File: src/rtl/csvft_pkg.sv
// Shared types and constants of the CSV field tokenizer.
package csvft_pkg;

    localparam logic [7:0] QUOTE_BYTE   = 8'h22;
    localparam logic [7:0] NEWLINE_BYTE = 8'h0A;

    // Configuration register indexes.
    localparam logic CFG_DELIMITER = 1'b0;
    localparam logic CFG_MAX_ROW   = 1'b1;

    localparam logic [7:0]  DELIMITER_RESET = 8'd44;
    localparam logic [15:0] MAX_ROW_RESET   = 16'd4096;

    // Error codes as they appear on the result.
    localparam logic [1:0] ERR_NONE   = 2'd0;
    localparam logic [1:0] ERR_UNTERM = 2'd1;
    localparam logic [1:0] ERR_STRAY  = 2'd2;
    localparam logic [1:0] ERR_ROW    = 2'd3;

    typedef enum logic [2:0] {
        PH_START  = 3'd0,
        PH_UNQ    = 3'd1,
        PH_QUOTED = 3'd2,
        PH_QSEEN  = 3'd3,
        PH_DONE   = 3'd4,
        PH_ERR1   = 3'd5,
        PH_ERR2   = 3'd6,
        PH_ERR3   = 3'd7
    } t_phase;

    typedef enum logic [1:0] {
        TOK_BYTE   = 2'd0,
        TOK_DQUOTE = 2'd1,
        TOK_FIELD  = 2'd2,
        TOK_STATUS = 2'd3
    } t_tok_kind;

    // One queue entry: a token that expands into one or two result items.
    typedef struct packed {
        t_tok_kind   kind;
        logic [7:0]  data;
        logic [15:0] length;
        logic [15:0] index;
        logic        rec;
        logic [1:0]  err;
        logic        done;
    } t_token;

endpackage

File: src/rtl/csv_field_tokenizer.sv
// Each pushed token is stored in the queue and then loaded into the output register.
// Throughput: one input item per cycle while the queue is not full; a doubled quote gives two
// result items and the preceding held quote gives none, so a stream runs at one byte per cycle.
// A short token queue lets the input side run on while the output side stalls.
// Reset: i_rst_n is synchronous, active low; it clears the parser to field start,
// empties the queue and loads delimiter 44 and row limit 4096.
module csv_field_tokenizer #(
    parameter int COUNT_BITS  = 16,
    parameter int QUEUE_DEPTH = 4
) (
    input  logic        i_clk,
    input  logic        i_rst_n,
    // Configuration write port: register 0 delimiter, register 1 max_row_bytes.
    input  logic        i_cfg_we,
    input  logic        i_cfg_addr,
    input  logic [15:0] i_cfg_wdata,
    // Input item stream.
    input  logic        s_tvalid,
    output logic        s_tready,
    input  logic [7:0]  s_tdata,   // [7:0] data_byte
    input  logic        s_tuser,   // [0] end_of_input
    // Result item stream.
    output logic        m_tvalid,
    input  logic        m_tready,
    output logic [39:0] m_tdata,   // [7:0] out_byte, [23:8] field_length, [39:24] field_index
    output logic [5:0]  m_tuser,   // [0] byte_valid, [1] field_end, [2] record_end,
                                   // [4:3] error_code, [5] done_res
    output logic        m_tlast    // last
);
    import csvft_pkg::*;

    // The front end classifies each accepted byte in the cycle it arrives and pushes
    // at most one token. An opening or held quote pushes nothing; a doubled quote
    // pushes a single token that the result stage turns into two quote items.
    logic   accept;
    logic   push;
    logic   full;
    logic   empty;
    logic   pop;
    t_token token;
    t_token head;

    assign s_tready = !full;
    assign accept   = s_tvalid && s_tready;

    csvft_front #(
        .COUNT_BITS (COUNT_BITS)
    ) u_front (
        .i_clk          (i_clk),
        .i_rst_n        (i_rst_n),
        .i_cfg_we       (i_cfg_we),
        .i_cfg_addr     (i_cfg_addr),
        .i_cfg_wdata    (i_cfg_wdata),
        .i_accept       (accept),
        .i_data_byte    (s_tdata),
        .i_end_of_input (s_tuser),
        .o_push         (push),
        .o_token        (token)
    );

    // Tokens wait here while the output register is stalled.
    csvft_queue #(
        .QUEUE_DEPTH (QUEUE_DEPTH)
    ) u_queue (
        .i_clk   (i_clk),
        .i_rst_n (i_rst_n),
        .i_push  (push),
        .i_token (token),
        .i_pop   (pop),
        .o_full  (full),
        .o_empty (empty),
        .o_head  (head)
    );

    // The result stage drains the queue into a registered output.
    csvft_back u_back (
        .i_clk      (i_clk),
        .i_rst_n    (i_rst_n),
        .i_empty    (empty),
        .i_head     (head),
        .o_pop      (pop),
        .i_m_tready (m_tready),
        .o_m_tvalid (m_tvalid),
        .o_m_tdata  (m_tdata),
        .o_m_tuser  (m_tuser),
        .o_m_tlast  (m_tlast)
    );

endmodule

File: src/rtl/csvft_front.sv
// Front end: parse state, configuration registers and token classification.
module csvft_front #(
    parameter int COUNT_BITS = 16
) (
    input  logic                 i_clk,
    input  logic                 i_rst_n,
    input  logic                 i_cfg_we,
    input  logic                 i_cfg_addr,
    input  logic [15:0]          i_cfg_wdata,
    input  logic                 i_accept,
    input  logic [7:0]           i_data_byte,
    input  logic                 i_end_of_input,
    output logic                 o_push,
    output csvft_pkg::t_token    o_token
);
    import csvft_pkg::*;

    localparam int CMP_W  = (COUNT_BITS > 16) ? COUNT_BITS : 16;
    localparam int WIDE_W = COUNT_BITS + 16;
    localparam logic [COUNT_BITS-1:0] CNT_MAX = '1;

    typedef enum logic [3:0] {
        ACT_OPEN, ACT_HOLD, ACT_CONTENT, ACT_DQUOTE, ACT_FIELD, ACT_RECORD,
        ACT_DONE, ACT_ERR, ACT_REPEAT
    } t_action;

    logic [7:0]            r_delim;
    logic [15:0]           r_max_row;
    t_phase                r_phase, n_phase;
    logic [COUNT_BITS-1:0] r_fcnt, n_fcnt;
    logic [COUNT_BITS-1:0] r_row, n_row;
    logic [COUNT_BITS-1:0] r_pos, n_pos;

    t_action     act;
    logic [1:0]  act_err;
    logic        ends_rec;
    logic        row_over;
    logic        is_delim;
    logic        is_quote;
    logic [COUNT_BITS-1:0] fcnt_inc, fcnt_inc2, row_inc, pos_inc;
    logic [WIDE_W-1:0]     fcnt_wide, pos_wide;

    always_ff @(posedge i_clk) begin
        if (!i_rst_n) begin
            r_delim   <= DELIMITER_RESET;
            r_max_row <= MAX_ROW_RESET;
        end else if (i_cfg_we) begin
            if (i_cfg_addr == CFG_DELIMITER) begin
                r_delim <= i_cfg_wdata[7:0];
            end
            if (i_cfg_addr == CFG_MAX_ROW) begin
                r_max_row <= i_cfg_wdata;
            end
        end
    end

    assign is_quote = (i_data_byte == QUOTE_BYTE);
    assign is_delim = (i_data_byte == r_delim);
    assign ends_rec = (i_data_byte == NEWLINE_BYTE) && (r_phase != PH_QUOTED);
    assign row_over = !ends_rec && (CMP_W'(r_row) >= CMP_W'(r_max_row));

    assign fcnt_inc  = (r_fcnt == CNT_MAX) ? CNT_MAX : r_fcnt + 1'b1;
    assign fcnt_inc2 = (r_fcnt >= CNT_MAX - COUNT_BITS'(1)) ? CNT_MAX
                                                             : r_fcnt + COUNT_BITS'(2);
    assign row_inc   = (r_row == CNT_MAX) ? CNT_MAX : r_row + 1'b1;
    assign pos_inc   = (r_pos == CNT_MAX) ? CNT_MAX : r_pos + 1'b1;

    // Classify the offered byte against the current phase.
    always_comb begin
        act     = ACT_REPEAT;
        act_err = ERR_NONE;
        if (r_phase == PH_DONE) begin
            act = ACT_REPEAT;
        end else if (r_phase == PH_ERR1 || r_phase == PH_ERR2 || r_phase == PH_ERR3) begin
            act = ACT_REPEAT;
            act_err = (r_phase == PH_ERR1) ? ERR_UNTERM :
                      (r_phase == PH_ERR2) ? ERR_STRAY : ERR_ROW;
        end else if (i_end_of_input) begin
            if (r_phase == PH_START && r_pos == '0) begin
                act = ACT_DONE;
            end else begin
                act = ACT_ERR;
                act_err = (r_phase == PH_QUOTED) ? ERR_UNTERM : ERR_ROW;
            end
        end else if (row_over) begin
            act = ACT_ERR;
            act_err = ERR_ROW;
        end else begin
            unique case (r_phase)
                PH_START: begin
                    if (is_quote)      act = ACT_OPEN;
                    else if (ends_rec) act = ACT_RECORD;
                    else if (is_delim) act = ACT_FIELD;
                    else               act = ACT_CONTENT;
                end
                PH_UNQ: begin
                    if (ends_rec)      act = ACT_RECORD;
                    else if (is_delim) act = ACT_FIELD;
                    else               act = ACT_CONTENT;
                end
                PH_QUOTED: begin
                    if (is_quote) act = ACT_HOLD;
                    else          act = ACT_CONTENT;
                end
                PH_QSEEN: begin
                    if (is_quote)      act = ACT_DQUOTE;
                    else if (ends_rec) act = ACT_RECORD;
                    else if (is_delim) act = ACT_FIELD;
                    else begin
                        act = ACT_ERR;
                        act_err = ERR_STRAY;
                    end
                end
                default: act = ACT_REPEAT;
            endcase
        end
    end

    // Next state of the parser.
    always_comb begin
        n_phase = r_phase;
        n_fcnt  = r_fcnt;
        n_row   = r_row;
        n_pos   = r_pos;
        if (i_accept) begin
            if (act == ACT_OPEN || act == ACT_HOLD || act == ACT_CONTENT ||
                act == ACT_DQUOTE || act == ACT_FIELD) begin
                n_row = row_inc;
            end
            unique case (act)
                ACT_OPEN:    n_phase = PH_QUOTED;
                ACT_HOLD:    n_phase = PH_QSEEN;
                ACT_CONTENT: begin
                    n_fcnt = fcnt_inc;
                    if (r_phase == PH_START) n_phase = PH_UNQ;
                end
                ACT_DQUOTE: begin
                    n_fcnt  = fcnt_inc2;
                    n_phase = PH_QUOTED;
                end
                ACT_FIELD: begin
                    n_fcnt  = '0;
                    n_pos   = pos_inc;
                    n_phase = PH_START;
                end
                ACT_RECORD: begin
                    n_fcnt  = '0;
                    n_pos   = '0;
                    n_row   = '0;
                    n_phase = PH_START;
                end
                ACT_DONE: n_phase = PH_DONE;
                ACT_ERR: begin
                    n_phase = (act_err == ERR_UNTERM) ? PH_ERR1 :
                              (act_err == ERR_STRAY)  ? PH_ERR2 : PH_ERR3;
                end
                default: n_phase = r_phase;
            endcase
        end
    end

    always_ff @(posedge i_clk) begin
        if (!i_rst_n) begin
            r_phase <= PH_START;
            r_fcnt  <= '0;
            r_row   <= '0;
            r_pos   <= '0;
        end else begin
            r_phase <= n_phase;
            r_fcnt  <= n_fcnt;
            r_row   <= n_row;
            r_pos   <= n_pos;
        end
    end

    assign fcnt_wide = WIDE_W'(r_fcnt);
    assign pos_wide  = WIDE_W'(r_pos);

    // Token for the queue.
    always_comb begin
        o_token        = '0;
        o_token.kind   = TOK_STATUS;
        o_push         = i_accept && (act != ACT_OPEN) && (act != ACT_HOLD);
        unique case (act)
            ACT_CONTENT: begin
                o_token.kind = TOK_BYTE;
                o_token.data = i_data_byte;
            end
            ACT_DQUOTE: o_token.kind = TOK_DQUOTE;
            ACT_FIELD, ACT_RECORD: begin
                o_token.kind   = TOK_FIELD;
                o_token.length = fcnt_wide[15:0];
                o_token.index  = pos_wide[15:0];
                o_token.rec    = (act == ACT_RECORD);
            end
            ACT_DONE: o_token.done = 1'b1;
            ACT_ERR:  o_token.err  = act_err;
            ACT_REPEAT: begin
                o_token.done = (r_phase == PH_DONE);
                o_token.err  = act_err;
            end
            default: o_token.kind = TOK_STATUS;
        endcase
    end

endmodule

File: src/rtl/csvft_queue.sv
// Short token queue between the front end and the result stage.
module csvft_queue #(
    parameter int QUEUE_DEPTH = 4
) (
    input  logic              i_clk,
    input  logic              i_rst_n,
    input  logic              i_push,
    input  csvft_pkg::t_token i_token,
    input  logic              i_pop,
    output logic              o_full,
    output logic              o_empty,
    output csvft_pkg::t_token o_head
);
    import csvft_pkg::*;

    localparam int PTR_W = (QUEUE_DEPTH > 1) ? $clog2(QUEUE_DEPTH) : 1;
    localparam int CNT_W = $clog2(QUEUE_DEPTH + 1);
    localparam logic [PTR_W-1:0] PTR_LAST = PTR_W'(QUEUE_DEPTH - 1);

    t_token            r_mem [QUEUE_DEPTH];
    logic [PTR_W-1:0]  r_wr_ptr, r_rd_ptr;
    logic [CNT_W-1:0]  r_count;
    logic              do_push, do_pop;

    assign o_full  = (r_count == CNT_W'(QUEUE_DEPTH));
    assign o_empty = (r_count == '0);
    assign o_head  = r_mem[r_rd_ptr];
    assign do_push = i_push && !o_full;
    assign do_pop  = i_pop && !o_empty;

    always_ff @(posedge i_clk) begin
        if (do_push) begin
            r_mem[r_wr_ptr] <= i_token;
        end
    end

    always_ff @(posedge i_clk) begin
        if (!i_rst_n) begin
            r_wr_ptr <= '0;
            r_rd_ptr <= '0;
            r_count  <= '0;
        end else begin
            if (do_push) begin
                r_wr_ptr <= (r_wr_ptr == PTR_LAST) ? '0 : r_wr_ptr + 1'b1;
            end
            if (do_pop) begin
                r_rd_ptr <= (r_rd_ptr == PTR_LAST) ? '0 : r_rd_ptr + 1'b1;
            end
            if (do_push && !do_pop) begin
                r_count <= r_count + 1'b1;
            end else if (do_pop && !do_push) begin
                r_count <= r_count - 1'b1;
            end
        end
    end

endmodule

File: src/rtl/csvft_back.sv
// Result stage: expands tokens into result items held in an output register.
module csvft_back (
    input  logic              i_clk,
    input  logic              i_rst_n,
    input  logic              i_empty,
    input  csvft_pkg::t_token i_head,
    output logic              o_pop,
    input  logic              i_m_tready,
    output logic              o_m_tvalid,
    output logic [39:0]       o_m_tdata,
    output logic [5:0]        o_m_tuser,
    output logic              o_m_tlast
);
    import csvft_pkg::*;

    logic        r_valid;
    logic        r_half;
    logic        load;
    logic        first_half;
    logic [7:0]  r_byte;
    logic        r_bval;
    logic        r_fend;
    logic [15:0] r_len;
    logic [15:0] r_idx;
    logic        r_rec;
    logic [1:0]  r_err;
    logic        r_done;
    logic        r_last;

    assign load       = !r_valid || i_m_tready;
    assign first_half = (i_head.kind == TOK_DQUOTE) && !r_half;
    assign o_pop      = load && !i_empty && !first_half;

    always_ff @(posedge i_clk) begin
        if (!i_rst_n) begin
            r_valid <= 1'b0;
            r_half  <= 1'b0;
        end else if (load) begin
            r_valid <= !i_empty;
            if (!i_empty) begin
                r_half <= first_half;
            end
        end
    end

    always_ff @(posedge i_clk) begin
        if (load && !i_empty) begin
            r_byte <= 8'd0;
            r_bval <= 1'b0;
            r_fend <= 1'b0;
            r_len  <= 16'd0;
            r_idx  <= 16'd0;
            r_rec  <= 1'b0;
            r_err  <= ERR_NONE;
            r_done <= 1'b0;
            r_last <= !first_half;
            unique case (i_head.kind)
                TOK_BYTE: begin
                    r_byte <= i_head.data;
                    r_bval <= 1'b1;
                end
                TOK_DQUOTE: begin
                    r_byte <= QUOTE_BYTE;
                    r_bval <= 1'b1;
                end
                TOK_FIELD: begin
                    r_fend <= 1'b1;
                    r_len  <= i_head.length;
                    r_idx  <= i_head.index;
                    r_rec  <= i_head.rec;
                end
                TOK_STATUS: begin
                    r_err  <= i_head.err;
                    r_done <= i_head.done;
                end
            endcase
        end
    end

    assign o_m_tvalid = r_valid;
    assign o_m_tdata  = {r_idx, r_len, r_byte};
    assign o_m_tuser  = {r_done, r_err, r_rec, r_fend, r_bval};
    assign o_m_tlast  = r_last;

endmodule

File: config.mk
export PLATFORM = sky130hd
export DESIGN_NAME = csv_field_tokenizer
export DESIGN_NICKNAME = d
export VERILOG_FILES = /design/src/rtl/csvft_pkg.sv /design/src/rtl/csv_field_tokenizer.sv /design/src/rtl/csvft_front.sv /design/src/rtl/csvft_queue.sv /design/src/rtl/csvft_back.sv
export SDC_FILE = /design/constraint.sdc
export NUM_CORES = 1
export LEC_CHECK = 0
export BUFFER_PORTS_ARGS = -buffer_cell sky130_fd_sc_hd__buf_2
export CAP_MARGIN = 20
export CORE_ASPECT_RATIO = 1.75
export CORE_MARGIN = 2
export CORE_UTILIZATION = 25
export CTS_CLUSTER_DIAMETER = 200
export DETAILED_ROUTE_END_ITERATION = 12
export GPL_TIMING_DRIVEN = 1
export SYNTH_ARGS = -nofsm -noshare
export SYNTH_HDL_FRONTEND = slang
export SYNTH_SLANG_ARGS = --single-unit
File: constraint.sdc
create_clock -name i_clk -period 6.9 [get_ports i_clk]
set_input_delay 1.38 -clock i_clk [delete_from_list [all_inputs] [get_ports i_clk]]
set_output_delay 1.38 -clock i_clk [all_outputs]
set_load 0.01 [all_outputs]
==> out/results.ini <==
[hold_path]
hold_class = flop to flop
min_path_cells = 2
hold_path_end = u_front.r_max_row[6]
min_from = u_front.r_max_row[6]

[clock_tree]
clock_latency_ns = 0.53
clockRootBuffer = clkbuf_16
cts_max_level = 2
cts_resized = 0
cts_tree = done
cts_buffer_depth = 3
clock_sinks = 317
cts_made_buffers = 34
cts.hold.buffers_added = 0
cts.clk_slew.worst_paths_ns = 0.06
postCtsSetupBuffers = 0

[final_layout]
drive_gt1_share_pct = 19.0
nets = 1216
antenna_cells = 0
areaGrowthSynthToFinish_pct = 15.6
instances_no_fill = 1884

[grt]
grt_pass1_wl_um = 52700
overflow = 0
grt_use_total_pct = 11.5
antenna_found_initial = 0
grt_pass1_vias = 9375
grt_max_degree = 50

[worst_setup_path]
crit_required_ns = 7.35
r2r_start = u_front.r_row[15]
cp-start-kind = input port
cp-end-kind = flop
critical_path_class = input port to flop
crit_path_max_fanout = 45
crit_arrival_ns = 4.63
ff2ff_path_depth = 8
reg2reg_slack_ns = 2.92
r2r_end = u_queue.r_mem[0][39]

[power_and_ir_drop]
p_per_area_nw_per_um2 = 345
swShare_pct = 28.7
p_sw_mw = 1.61
p_total_mw = 5.62
combinationalPowerShare_pct = 21.5
leakagePower_nw = 5.65
vdd_drop_max_v = 0.000175
seqPwrFrac_pct = 45.6
p_int_mw = 4.01
clkPwrFrac_pct = 32.9

[floorplanning]
die_h_um = 318
num_rows = 115
dieWidth_um = 183
floorplan.initialDensity_pct = 25.2
die-area_um2 = 58300
core_um2 = 56000
io-pin-count = 80

[synth]
yosys_warnings = 0
synthesis.nets = 1159
synth_top_area_share_pct = 49.3
synth_edf_count = 231
synth_ff_type = edfxtp_1
netlist_top_cells_area = edfxtp_1, dfxtp_1, mux4_2
synth_cell_types = 76
async_flop_share_pct = 0
netlist_instances = 1099
netlist_area_um2 = 14100
ys_ff_latch = 317
ys_seq_area_share_pct = 61.5
syn_area_per_cell_um2 = 12.8
synth_top_cell_by_area = edfxtp_1

[route]
ant_nets = 0
drc_errors = 0
vias = 8973
finalWirelength_um = 33300
via_per_inst = 4.76
post_drt_wl_per_cell_um = 17.7
dr.first_iter.drc_count = 653
firstDrtPassIters = 5

[timing]
skew_ns = 0.0217
min_period_ns = 4.18
tns_ns = 0
min_period_over_period_pct = 60.5
finalSetupViolCount = 0
grt_setup_unrepaired = false
hold_viol_final = 0
worst_pin_slew_ns = 1.20
slew_headroom_pct = 19.2
drv_slew = 0
fmax_mhz = 239

[placement]
dp_cells = 1822
gp_congestion = 0.763
dpl.hpwl_um = 22600
io_buffers = 79

[run]
drv_cap = 0

[run_status]
status = completed

through the flow:
stage	utilization [%]	hold WS, ns	setup slack (ns)	cell area (um2)
final	29.1	0.454	2.72	16300
after global routing	29.1	0.482	2.41	16300
after CTS	29.1	0.454	2.71	16300
after detailed placement	27.0	0.447	2.17	15100
after global placement	27.0	0.447	2.22	15100
after floorplan	-	0.436	1.62	14100
how the worst max path moves through the flow:
stage / startpoint / to / slack [ns] / cells after the start
final: s_tdata[0] / u_front.r_pos[1] / 2.72 / 8
after global routing: s_tdata[0] / u_front.r_pos[1] / 2.41 / 8
after CTS: s_tdata[0] / u_front.r_pos[1] / 2.71 / 8
after detailed placement: s_tdata[0] / u_front.r_pos[1] / 2.17 / 8
after global placement: s_tdata[0] / u_front.r_pos[1] / 2.22 / 8
after floorplan: m_tready / u_queue.r_count[2] / 1.62 / 10
logic make-up (layout without fill, tap and decap cells):
| group | count (synthesis) | count (layout) | synth area share (%) |
|---|---|---|---|
| buf+inv | 103 | 186 | 3.15 |
| compound gates | 202 | 202 | 9.37 |
| simple gates | 364 | 364 | 13.6 |
| fa+ha+maj | 30 | 30 | 2.71 |
| flops | 317 | 317 | 61.5 |
| mux | 51 | 51 | 7.72 |
| xor+xnor | 32 | 32 | 1.99 |
synthesized netlist by cell type (all sizes together) (2+ instances only):
| cell | instances |
|---|---|
| edfxtp | 231 |
| nand2 | 98 |
| dfxtp | 86 |
| a21oi | 74 |
| nor2 | 52 |
| and3 | 51 |
| o21ai | 51 |
| mux4 | 46 |
| nor2b | 43 |
| clkbuf | 39 |
| inv | 35 |
| nand3 | 32 |
| nor3 | 30 |
| buf | 29 |
| ha | 28 |
| a31oi | 25 |
| xor2 | 21 |
| and2 | 20 |
| nand4 | 14 |
| o221a | 13 |
| xnor2 | 11 |
| o211ai | 8 |
| nor4 | 5 |
| mux2i | 4 |
| nand2b | 4 |
| or3 | 4 |
| a211o | 3 |
| a31o | 3 |
| a41oi | 3 |
| a21o | 2 |
| a22oi | 2 |
| nand3b | 2 |
| nor3b | 2 |
| nor4b | 2 |
| o2111ai | 2 |
| o211a | 2 |
| o41ai | 2 |
| or4 | 2 |
final cells by class:
class | instances | area (um2)
clock buffers | 43 | 926
clock inverters | 19 | 214
fillers | 5635 | 39700
inverters | 35 | 131
multi-input cells | 679 | 5000
flip-flops and latches | 317 | 8660
well taps | 702 | 878
repair buffers | 89 | 470
flip-flops by register name (all words and copies together), names as in the netlist, 2 cells and up, named ones only:
signal,cells
u_queue.r_count,3
u_back.r_idx,16
u_front.r_row,16
u_front.r_max_row,16
u_front.r_delim,8
u_queue.r_wr_ptr,2
u_front.r_pos,16
u_queue.r_rd_ptr,2
u_back.r_byte,8
u_back.r_len,16
u_back.r_err,2
u_front.r_phase,3
u_front.r_fcnt,16
u_queue.r_mem,184
layout by cell type (no fill, tap or decap), types with 8 or more instances in the layout:
cell type and instances:
nand3_1 31, nor2_1 51, dfxtp_1 84, nor2b_1 43, xnor2_1 11, clkbuf_16 35
mux4_2 46, buf_4 10, and2_1 16, inv_1 34, o221a_1 8, and3_1 51
xor2_1 21, a31oi_1 24, nor3_1 28, nand2_1 98, o21ai_0 47, a21oi_1 73
o211ai_1 8, buf_2 79, edfxtp_1 231, ha_1 28, nand4_1 13
worst max-delay path, cell delays in order:
cell       delay [ns]
buf_2            0.15
nor4b_4          0.37
o2111ai_1        0.30
nor2_1           0.21
a31o_2           0.75
nand3_2          0.74
or3_1            0.57
a21oi_1          0.15
power by group through the flow:
stage / Clock (mW) / Sequential (mW) / Combinational, mW
6_report: 1.85 / 2.56 / 1.21
5_1_grt: 1.97 / 2.60 / 1.34
4_1_cts: 1.90 / 2.57 / 1.26
3_5_place_dp: 0 / 2.61 / 1.26
3_3_place_gp: 0 / 2.61 / 1.25
2_1_floorplan: 0 / 2.61 / 0.802
metal layers:
metal | global-route usage, % | vias up | wire length [um]
met5 | 0 | - | 0
met1 | 12.8 | 4443 | 13100
met2 | 21.9 | 240 | 18000
li1 | - | 4238 | -
met3 | 1.68 | 52 | 1450
met4 | 3.75 | 0 | 796
Power figures use the tool's default switching activity.
